--- config.mk ---
export PLATFORM = sky130hd
export DESIGN_NAME = go_back_n_receiver_unit
export DESIGN_NICKNAME = d
export VERILOG_FILES = /design/src/design/gbn_pkg.sv /design/src/design/gbn_in_stage.sv /design/src/design/gbn_core.sv /design/src/design/gbn_out_stage.sv /design/src/design/go_back_n_receiver_unit.sv
export SDC_FILE = /design/constraint.sdc
export NUM_CORES = 1
export LEC_CHECK = 0
export BUFFER_PORTS_ARGS = -buffer_cell sky130_fd_sc_hd__buf_2
export CAP_MARGIN = 20
export CORE_AREA = 2 2 184 186
export DETAILED_ROUTE_END_ITERATION = 10
export DIE_AREA = 0 0 186 188
export PLACE_DENSITY_LB_ADDON = 0.12
export SYNTH_ARGS = -nofsm -noshare
export SYNTH_HDL_FRONTEND = slang
export SYNTH_SLANG_ARGS = --single-unit
--- constraint.sdc ---
create_clock -name clk -period 18.1 [get_ports clk]
set_input_delay 1.81 -clock clk [delete_from_list [all_inputs] [get_ports clk]]
set_output_delay 1.81 -clock clk [all_outputs]
set_load 0.005 [all_outputs]
--- src/design/gbn_pkg.sv ---
`timescale 1ns / 1ps
`default_nettype none

package gbn_pkg;

  // Field widths fixed by the packet format
  localparam int OP_W          = 2;
  localparam int MODE_W        = 8;
  localparam int FILE_BYTES_W  = 32;
  localparam int SEQ_IN_W      = 32;
  localparam int PAYLOAD_W     = 64;
  localparam int ACK_W         = 30;
  localparam int STATUS_W      = 2;

  // 16-byte blocks
  localparam int BLK_LOG2      = 4;

  // Default number of file size bits honoured
  localparam int SIZE_BITS_DEF = 32;

  localparam logic [MODE_W-1:0] LOCAL_MODE_RST = 8'd1;

  // Packet types
  localparam logic [OP_W-1:0] OP_INIT = 2'd1;
  localparam logic [OP_W-1:0] OP_DATA = 2'd3;

  // Status codes
  localparam logic [STATUS_W-1:0] ST_RUN  = 2'd0;
  localparam logic [STATUS_W-1:0] ST_FAIL = 2'd1;
  localparam logic [STATUS_W-1:0] ST_DONE = 2'd2;

  localparam logic signed [ACK_W-1:0] ACK_FAIL = -30'sd1;

  typedef enum logic [1:0] {
    PH_WAIT,
    PH_RUN,
    PH_FAIL,
    PH_DONE
  } gbn_phase_t;

  typedef struct packed {
    logic        [OP_W-1:0]         op;
    logic        [MODE_W-1:0]       peer_mode;
    logic        [FILE_BYTES_W-1:0] file_bytes;
    logic signed [SEQ_IN_W-1:0]     seq_in;
    logic        [PAYLOAD_W-1:0]    payload_low;
    logic        [PAYLOAD_W-1:0]    payload_high;
  } gbn_item_t;

  typedef struct packed {
    logic signed [ACK_W-1:0]     ack_number;
    logic                        deliver;
    logic        [PAYLOAD_W-1:0] out_low;
    logic        [PAYLOAD_W-1:0] out_high;
    logic        [STATUS_W-1:0]  status;
  } gbn_result_t;

endpackage

`default_nettype wire

--- src/design/gbn_in_stage.sv ---
`timescale 1ns / 1ps
`default_nettype none

// Input register: holds one packet until the core takes it.
module gbn_in_stage (
  input  wire                logic clk,
  input  wire                logic rst_n,
  input  wire                logic in_valid,
  output logic               in_stall,
  input  wire                gbn_pkg::gbn_item_t in_item,
  input  wire                logic take,
  output logic               item_vld,
  output gbn_pkg::gbn_item_t item
);

  logic               vld_r, vld_nxt;
  gbn_pkg::gbn_item_t item_r;
  logic               load;

  assign in_stall = vld_r & ~take;
  assign load     = in_valid & ~in_stall;

  always_comb begin
    vld_nxt = vld_r;
    if (load) begin
      vld_nxt = 1'b1;
    end else if (take) begin
      vld_nxt = 1'b0;
    end
  end

  always_ff @(posedge clk) begin
    if (!rst_n) begin
      vld_r <= 1'b0;
    end else begin
      vld_r <= vld_nxt;
    end
  end

  always_ff @(posedge clk) begin
    if (load) begin
      item_r <= in_item;
    end
  end

  assign item_vld = vld_r;
  assign item     = item_r;

endmodule

`default_nettype wire

--- src/design/gbn_core.sv ---
`timescale 1ns / 1ps
`default_nettype none

// Receiver state machine: phase, expected and last block numbers.
module gbn_core #(
  parameter int SIZE_BITS = gbn_pkg::SIZE_BITS_DEF
) (
  input  wire                  logic clk,
  input  wire                  logic rst_n,
  input  wire                  logic take,
  input  wire                  gbn_pkg::gbn_item_t item,
  input  wire                  logic [gbn_pkg::MODE_W-1:0] local_mode,
  output logic                 res_vld,
  output gbn_pkg::gbn_result_t res
);

  localparam int EFF_W = (SIZE_BITS < gbn_pkg::FILE_BYTES_W) ? SIZE_BITS
                                                             : gbn_pkg::FILE_BYTES_W;
  // quotient bits plus one for the round-up carry
  localparam int SEQ_W = EFF_W - gbn_pkg::BLK_LOG2 + 1;

  gbn_pkg::gbn_phase_t phase_r, phase_nxt;
  logic [SEQ_W-1:0]    exp_r, exp_nxt;
  logic [SEQ_W-1:0]    last_r, last_nxt;
  logic [SEQ_W-1:0]    exp_inc;
  logic [SEQ_W-1:0]    last_calc;
  logic [EFF_W-1:0]    bytes_eff;
  logic                seq_match;

  assign exp_inc   = exp_r + 1'b1;
  assign bytes_eff = item.file_bytes[EFF_W-1:0];
  assign last_calc = {1'b0, bytes_eff[EFF_W-1:gbn_pkg::BLK_LOG2]}
                   + {{(SEQ_W-1){1'b0}}, |bytes_eff[gbn_pkg::BLK_LOG2-1:0]};
  // negative or out-of-range numbers never match
  assign seq_match = (item.seq_in[gbn_pkg::SEQ_IN_W-1:SEQ_W] == '0)
                   && (item.seq_in[SEQ_W-1:0] == exp_r);

  always_comb begin
    phase_nxt = phase_r;
    exp_nxt   = exp_r;
    last_nxt  = last_r;
    res_vld   = 1'b0;
    res       = '0;
    if (take) begin
      unique case (phase_r)
        gbn_pkg::PH_WAIT: begin
          if (item.op == gbn_pkg::OP_INIT) begin
            res_vld = 1'b1;
            if (item.peer_mode != local_mode) begin
              phase_nxt      = gbn_pkg::PH_FAIL;
              res.ack_number = gbn_pkg::ACK_FAIL;
              res.status     = gbn_pkg::ST_FAIL;
            end else begin
              phase_nxt      = gbn_pkg::PH_RUN;
              last_nxt       = last_calc;
              exp_nxt        = exp_inc;
              res.ack_number = $signed({{(gbn_pkg::ACK_W-SEQ_W){1'b0}}, exp_r});
              res.status     = gbn_pkg::ST_RUN;
            end
          end
        end
        gbn_pkg::PH_RUN: begin
          if (item.op == gbn_pkg::OP_DATA) begin
            res_vld = 1'b1;
            if (seq_match) begin
              exp_nxt      = exp_inc;
              res.deliver  = 1'b1;
              res.out_low  = item.payload_low;
              res.out_high = item.payload_high;
            end
            res.ack_number = $signed({{(gbn_pkg::ACK_W-SEQ_W){1'b0}}, exp_nxt});
            if (exp_nxt > last_r) begin
              res.status = gbn_pkg::ST_DONE;
              phase_nxt  = gbn_pkg::PH_DONE;
            end else begin
              res.status = gbn_pkg::ST_RUN;
            end
          end
        end
        gbn_pkg::PH_FAIL, gbn_pkg::PH_DONE: begin
          phase_nxt = phase_r;
        end
      endcase
    end
  end

  always_ff @(posedge clk) begin
    if (!rst_n) begin
      phase_r <= gbn_pkg::PH_WAIT;
      exp_r   <= '0;
      last_r  <= '0;
    end else begin
      phase_r <= phase_nxt;
      exp_r   <= exp_nxt;
      last_r  <= last_nxt;
    end
  end

endmodule

`default_nettype wire

--- src/design/gbn_out_stage.sv ---
`timescale 1ns / 1ps
`default_nettype none

// Result register: holds one ack until the downstream side takes it.
module gbn_out_stage (
  input  wire                  logic clk,
  input  wire                  logic rst_n,
  input  wire                  logic res_vld,
  input  wire                  gbn_pkg::gbn_result_t res,
  input  wire                  logic out_stall,
  output logic                 out_valid,
  output logic                 free,
  output gbn_pkg::gbn_result_t out_res
);

  logic                 vld_r, vld_nxt;
  gbn_pkg::gbn_result_t res_r;

  assign free = ~vld_r | ~out_stall;

  always_comb begin
    vld_nxt = vld_r;
    if (res_vld) begin
      vld_nxt = 1'b1;
    end else if (!out_stall) begin
      vld_nxt = 1'b0;
    end
  end

  always_ff @(posedge clk) begin
    if (!rst_n) begin
      vld_r <= 1'b0;
    end else begin
      vld_r <= vld_nxt;
    end
  end

  always_ff @(posedge clk) begin
    if (res_vld) begin
      res_r <= res;
    end
  end

  assign out_valid = vld_r;
  assign out_res   = res_r;

endmodule

`default_nettype wire

--- src/design/go_back_n_receiver_unit.sv ---
`timescale 1ns / 1ps
`default_nettype none

// Go-Back-N receiver, one packet per transaction.
// Input channel (in_valid / in_stall): op, peer mode, file size, sequence
//   number and a 16-byte payload. Op 1 is init, op 3 is data, others ignored.
// Output channel (out_valid / out_stall): one ack per init or data packet that
//   the current phase honours: ack number, deliver flag with the in-order
//   payload (zero otherwise) and status (running, mode mismatch, complete).
// Config channel (cfg_valid / cfg_ready): receiver mode, always ready; write
//   it only while no packet is in flight. Reset value 1.
// A packet accepted into the input register passes the state machine into
//   the result register, which shows its ack at out_valid. Throughput: one
//   packet per cycle while no held ack is stalled, set by that single pass.
// Packets that give no ack are still consumed at one per cycle unless stalled.
// Reset (rst_n low, synchronous): phase back to waiting for init, expected
//   and last block numbers zero, both registers empty, mode back to 1.
// When out_stall holds a pending ack, one more packet waits in the input
//   register and in_stall rises until the ack is taken.
module go_back_n_receiver_unit #(
  parameter int SIZE_BITS = gbn_pkg::SIZE_BITS_DEF
) (
  input  wire  logic                                clk,
  input  wire  logic                                rst_n,
  input  wire  logic                                in_valid,
  output logic                                      in_stall,
  input  wire  logic        [gbn_pkg::OP_W-1:0]         in_op,
  input  wire  logic        [gbn_pkg::MODE_W-1:0]       in_peer_mode,
  input  wire  logic        [gbn_pkg::FILE_BYTES_W-1:0] in_file_bytes,
  input  wire  logic signed [gbn_pkg::SEQ_IN_W-1:0]     in_seq_in,
  input  wire  logic        [gbn_pkg::PAYLOAD_W-1:0]    in_payload_low,
  input  wire  logic        [gbn_pkg::PAYLOAD_W-1:0]    in_payload_high,
  output logic                                      out_valid,
  input  wire  logic                                out_stall,
  output logic signed [gbn_pkg::ACK_W-1:0]          out_ack_number,
  output logic                                      out_deliver,
  output logic        [gbn_pkg::PAYLOAD_W-1:0]      out_low,
  output logic        [gbn_pkg::PAYLOAD_W-1:0]      out_high,
  output logic        [gbn_pkg::STATUS_W-1:0]       out_status,
  input  wire  logic                                cfg_valid,
  output logic                                      cfg_ready,
  input  wire  logic        [gbn_pkg::MODE_W-1:0]   cfg_local_mode
);

  gbn_pkg::gbn_item_t   in_item;
  gbn_pkg::gbn_item_t   item;
  gbn_pkg::gbn_result_t res;
  gbn_pkg::gbn_result_t out_res;
  logic                 item_vld;
  logic                 out_free;
  logic                 take;
  logic                 res_vld;
  logic [gbn_pkg::MODE_W-1:0] local_mode_r;

  assign in_item.op           = in_op;
  assign in_item.peer_mode    = in_peer_mode;
  assign in_item.file_bytes   = in_file_bytes;
  assign in_item.seq_in       = in_seq_in;
  assign in_item.payload_low  = in_payload_low;
  assign in_item.payload_high = in_payload_high;

  // core works on the held packet whenever the result register has room
  assign take = item_vld & out_free;

  // mode register, writable at any time
  assign cfg_ready = 1'b1;

  always_ff @(posedge clk) begin
    if (!rst_n) begin
      local_mode_r <= gbn_pkg::LOCAL_MODE_RST;
    end else if (cfg_valid && cfg_ready) begin
      local_mode_r <= cfg_local_mode;
    end
  end

  gbn_in_stage u_in (
    .clk      (clk),
    .rst_n    (rst_n),
    .in_valid (in_valid),
    .in_stall (in_stall),
    .in_item  (in_item),
    .take     (take),
    .item_vld (item_vld),
    .item     (item)
  );

  gbn_core #(
    .SIZE_BITS (SIZE_BITS)
  ) u_core (
    .clk        (clk),
    .rst_n      (rst_n),
    .take       (take),
    .item       (item),
    .local_mode (local_mode_r),
    .res_vld    (res_vld),
    .res        (res)
  );

  gbn_out_stage u_out (
    .clk       (clk),
    .rst_n     (rst_n),
    .res_vld   (res_vld),
    .res       (res),
    .out_stall (out_stall),
    .out_valid (out_valid),
    .free      (out_free),
    .out_res   (out_res)
  );

  assign out_ack_number = out_res.ack_number;
  assign out_deliver    = out_res.deliver;
  assign out_low        = out_res.out_low;
  assign out_high       = out_res.out_high;
  assign out_status     = out_res.status;

endmodule

`default_nettype wire

* Word level (Yosys, flattened, before mapping) *
Index checks and enable logic that the tools add are counted.

word-level totals
  word-level logic and storage cells = 84
  input port bits = 215
  output and inout bits = 164
  register bits after elaboration = 433

operators by class
  $add $sub $neg = 2
  bitwise gates (word level) = 10
  eq/ne operators = 12
  mux-type cells = 30
  order comparisons = 1
  reductions and logical operators = 12

operator list
  cell                                                                    count
  29-bit 2-to-1 mux                                                       7
  160-bit 2-to-1 mux                                                      1
  129-bit 2-to-1 mux                                                      1
  30-bit 2-to-1 mux                                                       2
  30-bit case mux with 2 select lines                                     1
  29-bit case mux with 2 select lines                                     1
  28-bit by 1-bit adder with 29-bit output                                1
  29-bit by 1-bit adder with 29-bit output (second input constant)        1
  29-bit equality test                                                    1
  29-bit > comparator                                                     1
  2-bit 2-to-1 mux                                                        6
  5-bit AND reduction                                                     2
  1-bit 2-to-1 mux                                                        8
  2-bit by 1-bit != test with 1-bit output (second input constant)        4
  8-bit != test                                                           1
  2-bit case mux with 2 select lines                                      2
  4-bit AND reduction                                                     2
  2-bit equality test (second input constant)                             3
  1-bit NOT                                                               6
  2-bit by 1-bit equality test with 1-bit output (second input constant)  2
  2-bit nonzero test                                                      2
  4-bit OR reduction                                                      1
  1-bit bitwise AND                                                       3
  3-bit zero test                                                         1
  other kinds (7)                                                         7

* Depth between registers and ports, before layout *
  depth in word-level cells = 10
  mapped depth = 16
  gate-level depth less buffers = 14

* By module *
A second synthesis with hierarchy kept.

second synthesis, totals
  cell total of the unflattened synthesis = 1283
  area total of the unflattened synthesis = 17704.5 um^2

by module, submodules not included
  module                   seq. area each (um^2)  cells an instance  instances  area an instance (um^2)
  gbn_core                 1201.2                 884                1          6404.9
  gbn_in_stage             6085.8                 206                1          6113.4
  gbn_out_stage            4854.7                 165                1          4869.7
  go_back_n_receiver_unit  160.2                  28                 1          316.6

* Worst setup path after synthesis *
No wires, ideal clock.

  kind = input-to-reg
  start point = input port out_stall
  end point = register u_in.item_r (netlist bit u_in.item[0]) (enable)
  slack = 6.372 ns
  stages = 2
  data arrival time = 10.937 ns
  buffers on the path = 0
  required time = 17.309 ns
  library setup time = 0.791 ns
  path through = and3_1 > nor2b_1

on the way
  longest elaborated chain between the ends = 7

ends and longest elaborated chain
  what                  RTL line                       RTL
  start, declared       go_back_n_receiver_unit.sv:34  input wire logic out_stall,
  1-bit NOT             gbn_out_stage.sv:19            assign free = ~vld_r | ~out_stall;
  1-bit bitwise OR      gbn_out_stage.sv:19
  1-bit bitwise AND     go_back_n_receiver_unit.sv:63  assign take = item_vld & out_free;
  1-bit NOT             gbn_in_stage.sv:20             assign in_stall = vld_r & ~take;
  1-bit bitwise AND     gbn_in_stage.sv:20
  1-bit NOT             gbn_in_stage.sv:21             assign load = in_valid & ~in_stall;
  1-bit bitwise AND     gbn_in_stage.sv:21
  named net u_in.load   gbn_in_stage.sv:18             logic load;
  end signal, assigned  gbn_in_stage.sv:42             item_r <= in_item;
  end, declared         gbn_in_stage.sv:17             gbn_pkg::gbn_item_t item_r;

The timed path passes the listed nets, and every way through them passes these cells.
A chain may end at the register's enable or synchronous reset.

* Worst setup path in the final report *
  start point = register u_core.exp_r[8]
  end point = register u_out.res_r (netlist bit u_out.out_res[1]) (data pin)

on the way
  longest elaborated chain between the ends = 10
  elaborated cells on any way between the ends = 11
  classes of those cells = add/sub (1); order compare (1); eq/ne (1); mux (7); reduce/logical (1)

ends and longest elaborated chain
  what                                                                              RTL line             RTL
  start, declared                                                                   gbn_core.sv:23       logic [SEQ_W-1:0] exp_r, exp_nxt;
  start signal, assigned                                                            gbn_core.sv:94       exp_r <= exp_nxt;
  branches (longest 2 deep; another with 29-bit by 1-bit adder with 29-bit output)  --
  29-bit 2-to-1 mux (*)                                                             gbn_core.sv:65       if (seq_match) begin
  29-bit 2-to-1 mux (*)                                                             gbn_core.sv:63       if (item.op == gbn_pkg::OP_DATA) begin
  29-bit 2-to-1 mux (*)                                                             gbn_core.sv:45       unique case (phase_r)
  29-bit 2-to-1 mux (*)                                                             gbn_core.sv:44       if (take) begin
  29-bit > comparator (*)                                                           gbn_core.sv:72       if (exp_nxt > last_r) begin
  2-bit 2-to-1 mux (*)                                                              gbn_core.sv:72
  160-bit 2-to-1 mux (*)                                                            gbn_core.sv:63
  2-bit case mux with 2 select lines (*)                                            gbn_core.sv:45
  end signal, assigned                                                              gbn_out_stage.sv:40  res_r <= res;
  end, declared                                                                     gbn_out_stage.sv:17  gbn_pkg::gbn_result_t res_r;

Every way passes the cells marked *. The select of a mux whose other input is x is not followed.

==> out/metrics.yaml <==
core_sq_um: 33110
slew_headroom: 0.2173
num_vias: 11490
required_ns: 18.39
path_delay_family: "simple AND/OR/NAND/NOR gates"
fin_setup_tns_ns: 0
cts_buffers: 45
wl_per_cell_um: 19.11
max_stage_delay_ns: 0.91
synth.area.top_cells: "edfxtp_1, dfxtp_1, and2_1"
routed_wirelength_um: 41270
holdBufCountCts: 0
cp_slowest_cell: "nor3_2"
yosys_warnings: 0
synth-simple-area-share: 0.1460
seqCellArea_sq_um: 12270
die_area_sq_um: 34970
multi_input_area_sq_um: 5206
ctsResizeCount: 0
synth_seq_area_share: 0.6815
cp.arrival_ns: 5.12
clock-sinks: 432
ys_ff_latch: 432
hp-class: "register to register"
die_height_um: 188
clock_tree.buffer_depth: 3
cp-end-kind: "register"
worstMarginPinSlew_ns: 1.174
finalSetupViolCount: 0
drc: 0
syn-cell-area_sq_um: 18010
io_pins: 379
p_leak_nw: 8.929
power.density_nw_per_um2: 95.08
initial_utilization: 0.5438
num_rows: 67
htree_levels: 2
finish.net_count: 1919
cp_common_cell: "nand2_1"
slew_violations: 0
drtAntennaViolNets: 0
fin_skew_ns: 0.01243
synth_edf_count: 362
synth_top_cell_by_area: "edfxtp_1"
yosys.area_share.adder: 0.02223
clk_pin_slew_ns: 0.06
io_buffers: 377
synth_ff_type: "edfxtp_1"
final_core_util: 0.6547
antenna_found_initial: 6
synthMuxAreaShare: 0.02112
route.detailed.vias_per_inst: 5.318
ys_types: 58
max_cap_viol_count: 0
critPathKind: "register to register"
grt_pass1_vias: 11050
synth_top_area_share: 0.6037
yosys-top-cells-count: "edfxtp_1, and2_1, nand2_1"
power_mw: 2.061
fin_cells: 2160
grt_first_pass_wirelength_um: 61680
synth-compound-area-share: 0.05468
routabilityCongestion: 0.8942
syn_nets: 1567
async_reset_ff_frac: 0
yosysMostFrequentCell: "edfxtp_1"
timing.hold.ws_ns: 0.4858
track_usage: 0.2343
status: "finished, final reports clean"
layout-drive-gt1-share: 0.2793
globalRoute.totalOverflow: 0
dp_hpwl_um: 28640
fin_crit_ns: 4.827
r2r_setup_slack_ns: 13.27
critPathBufInv: 0
syn2layout_area_growth_pct: 20.39
timing.fmax_mhz: 207.2
synth_top_family_by_area: "simple AND/OR/NAND/NOR gates"
grt_max_degree: 203
rsz0062_at_grt: "false"
syn_inst: 1320
cts_tree: "built"
fill_cells: 2497
path_cells: "xor2_1, nor4_2, nand4_2, nor3_2, nand2_1, xnor2_1, ha_1, and4_1, a221o_1, a2111oi_0, or3_1, nand2_1"
drt_pass1_iterations: 8
synthXorXnorAreaFrac: 0.04377
clk_latency_ns: 0.55
root_buffer: "clkbuf_16"
hold_violations: 0
dp.cells: 2070
syn_avg_cell_area_sq_um: 13.64
cp-start-kind: "register"
die_w_um: 186
cts_setup_buffers: 0
ir_drop_uv: 81.72
path_max_fanout: 13
drt_iter0_drc: 865
finalCritPeriodShare: 0.2667
==> metal layers <==
metal  track usage  up-vias  wire length, um
li1              -     5484                -
met3       0.05749       90             3185
met1        0.2886     5471            16070
met4       0.07541        6             1182
met5             0        -               41
met2        0.4041      436            20790
==> state kept, by name, summed over array words and instances, names as in the netlist <==
register         cells
local_mode_r         8
u_core.exp_r        29
u_core.last_r       29
u_core.phase_r       2
u_in.item          202
u_in.item_vld        1
u_out.out_res      160
u_out.out_valid      1
==> cell families (layout without fill, tap and decap cells) <==
family / Yosys count / count (layout)
AO/OA/AOI/OAI: 152 / 152
XOR/XNOR: 90 / 90
adder cells (fa/ha/maj): 32 / 32
buffers and inverters: 123 / 511
flip-flops: 432 / 432
multiplexers: 38 / 38
other: 1 / 5
AND/OR/NAND/NOR: 452 / 452
==> tightest hold or removal path, cell delays in order, from the launching register on <==
cell	delay, ns
dfxtp_1	0.30
o21ai_0	0.07
a21oi_1	0.06
==> final cells by class <==
cell class,instances,share of cell area
clock buffer,58,0.05564
inverter,39,0.006984
clock inverter,25,0.009523
timing repair buffer,389,0.09529
sequential,432,0.5661
multi-input combinational,765,0.2402
antenna,4,0.0004617
tap,448,0.02586
==> stage by stage <==
step	instance area [sq um]	setup slack, ns
CTS	21590	13.31
finish	21680	13.27
detailed placement	20180	12.88
global route	21670	13.00
floorplan	18010	6.372
global placement	20140	12.96
==> final timing paths <==
kind	from	cells past startpoint	endpoint
hold reg to reg	u_core.last_r[28]	2	u_core.last_r[28]
setup reg to reg	u_core.exp_r[8]	12	u_out.out_res[1]
hold / removal	u_core.last_r[28]	2	u_core.last_r[28]
setup / recovery	u_core.exp_r[8]	12	u_out.out_res[1]
==> power breakdown <==
group / internal (mW) / switching (mW) / total, mW
Sequential: 1.11 / 0.00983 / 1.12
Combinational: 0.0285 / 0.0357 / 0.0641
Clock: 0.513 / 0.367 / 0.880
Total: 1.65 / 0.412 / 2.06
==> layout by cell type (no fill, tap or decap), types with 11 or more instances in the layout <==
cell type / synthesis / routed
a211oi_1: 21 / 21
a21oi_1: 44 / 44
a221o_1: 14 / 14
and2_1: 132 / 132
and3_1: 17 / 17
buf_2: 19 / 377
clkbuf_1: 45 / 11
clkbuf_16: 0 / 46
clkinv_1: 0 / 12
dfxtp_1: 70 / 70
edfxtp_1: 362 / 362
ha_1: 32 / 32
inv_1: 39 / 37
mux2i_1: 38 / 38
nand2_1: 77 / 77
nand2b_1: 26 / 26
nand3_1: 39 / 39
nand4_1: 22 / 22
nor2_1: 73 / 72
o211ai_1: 11 / 11
o21ai_0: 33 / 33
xnor2_1: 32 / 32
xor2_1: 58 / 58
(Power assumes the default switching activity.)
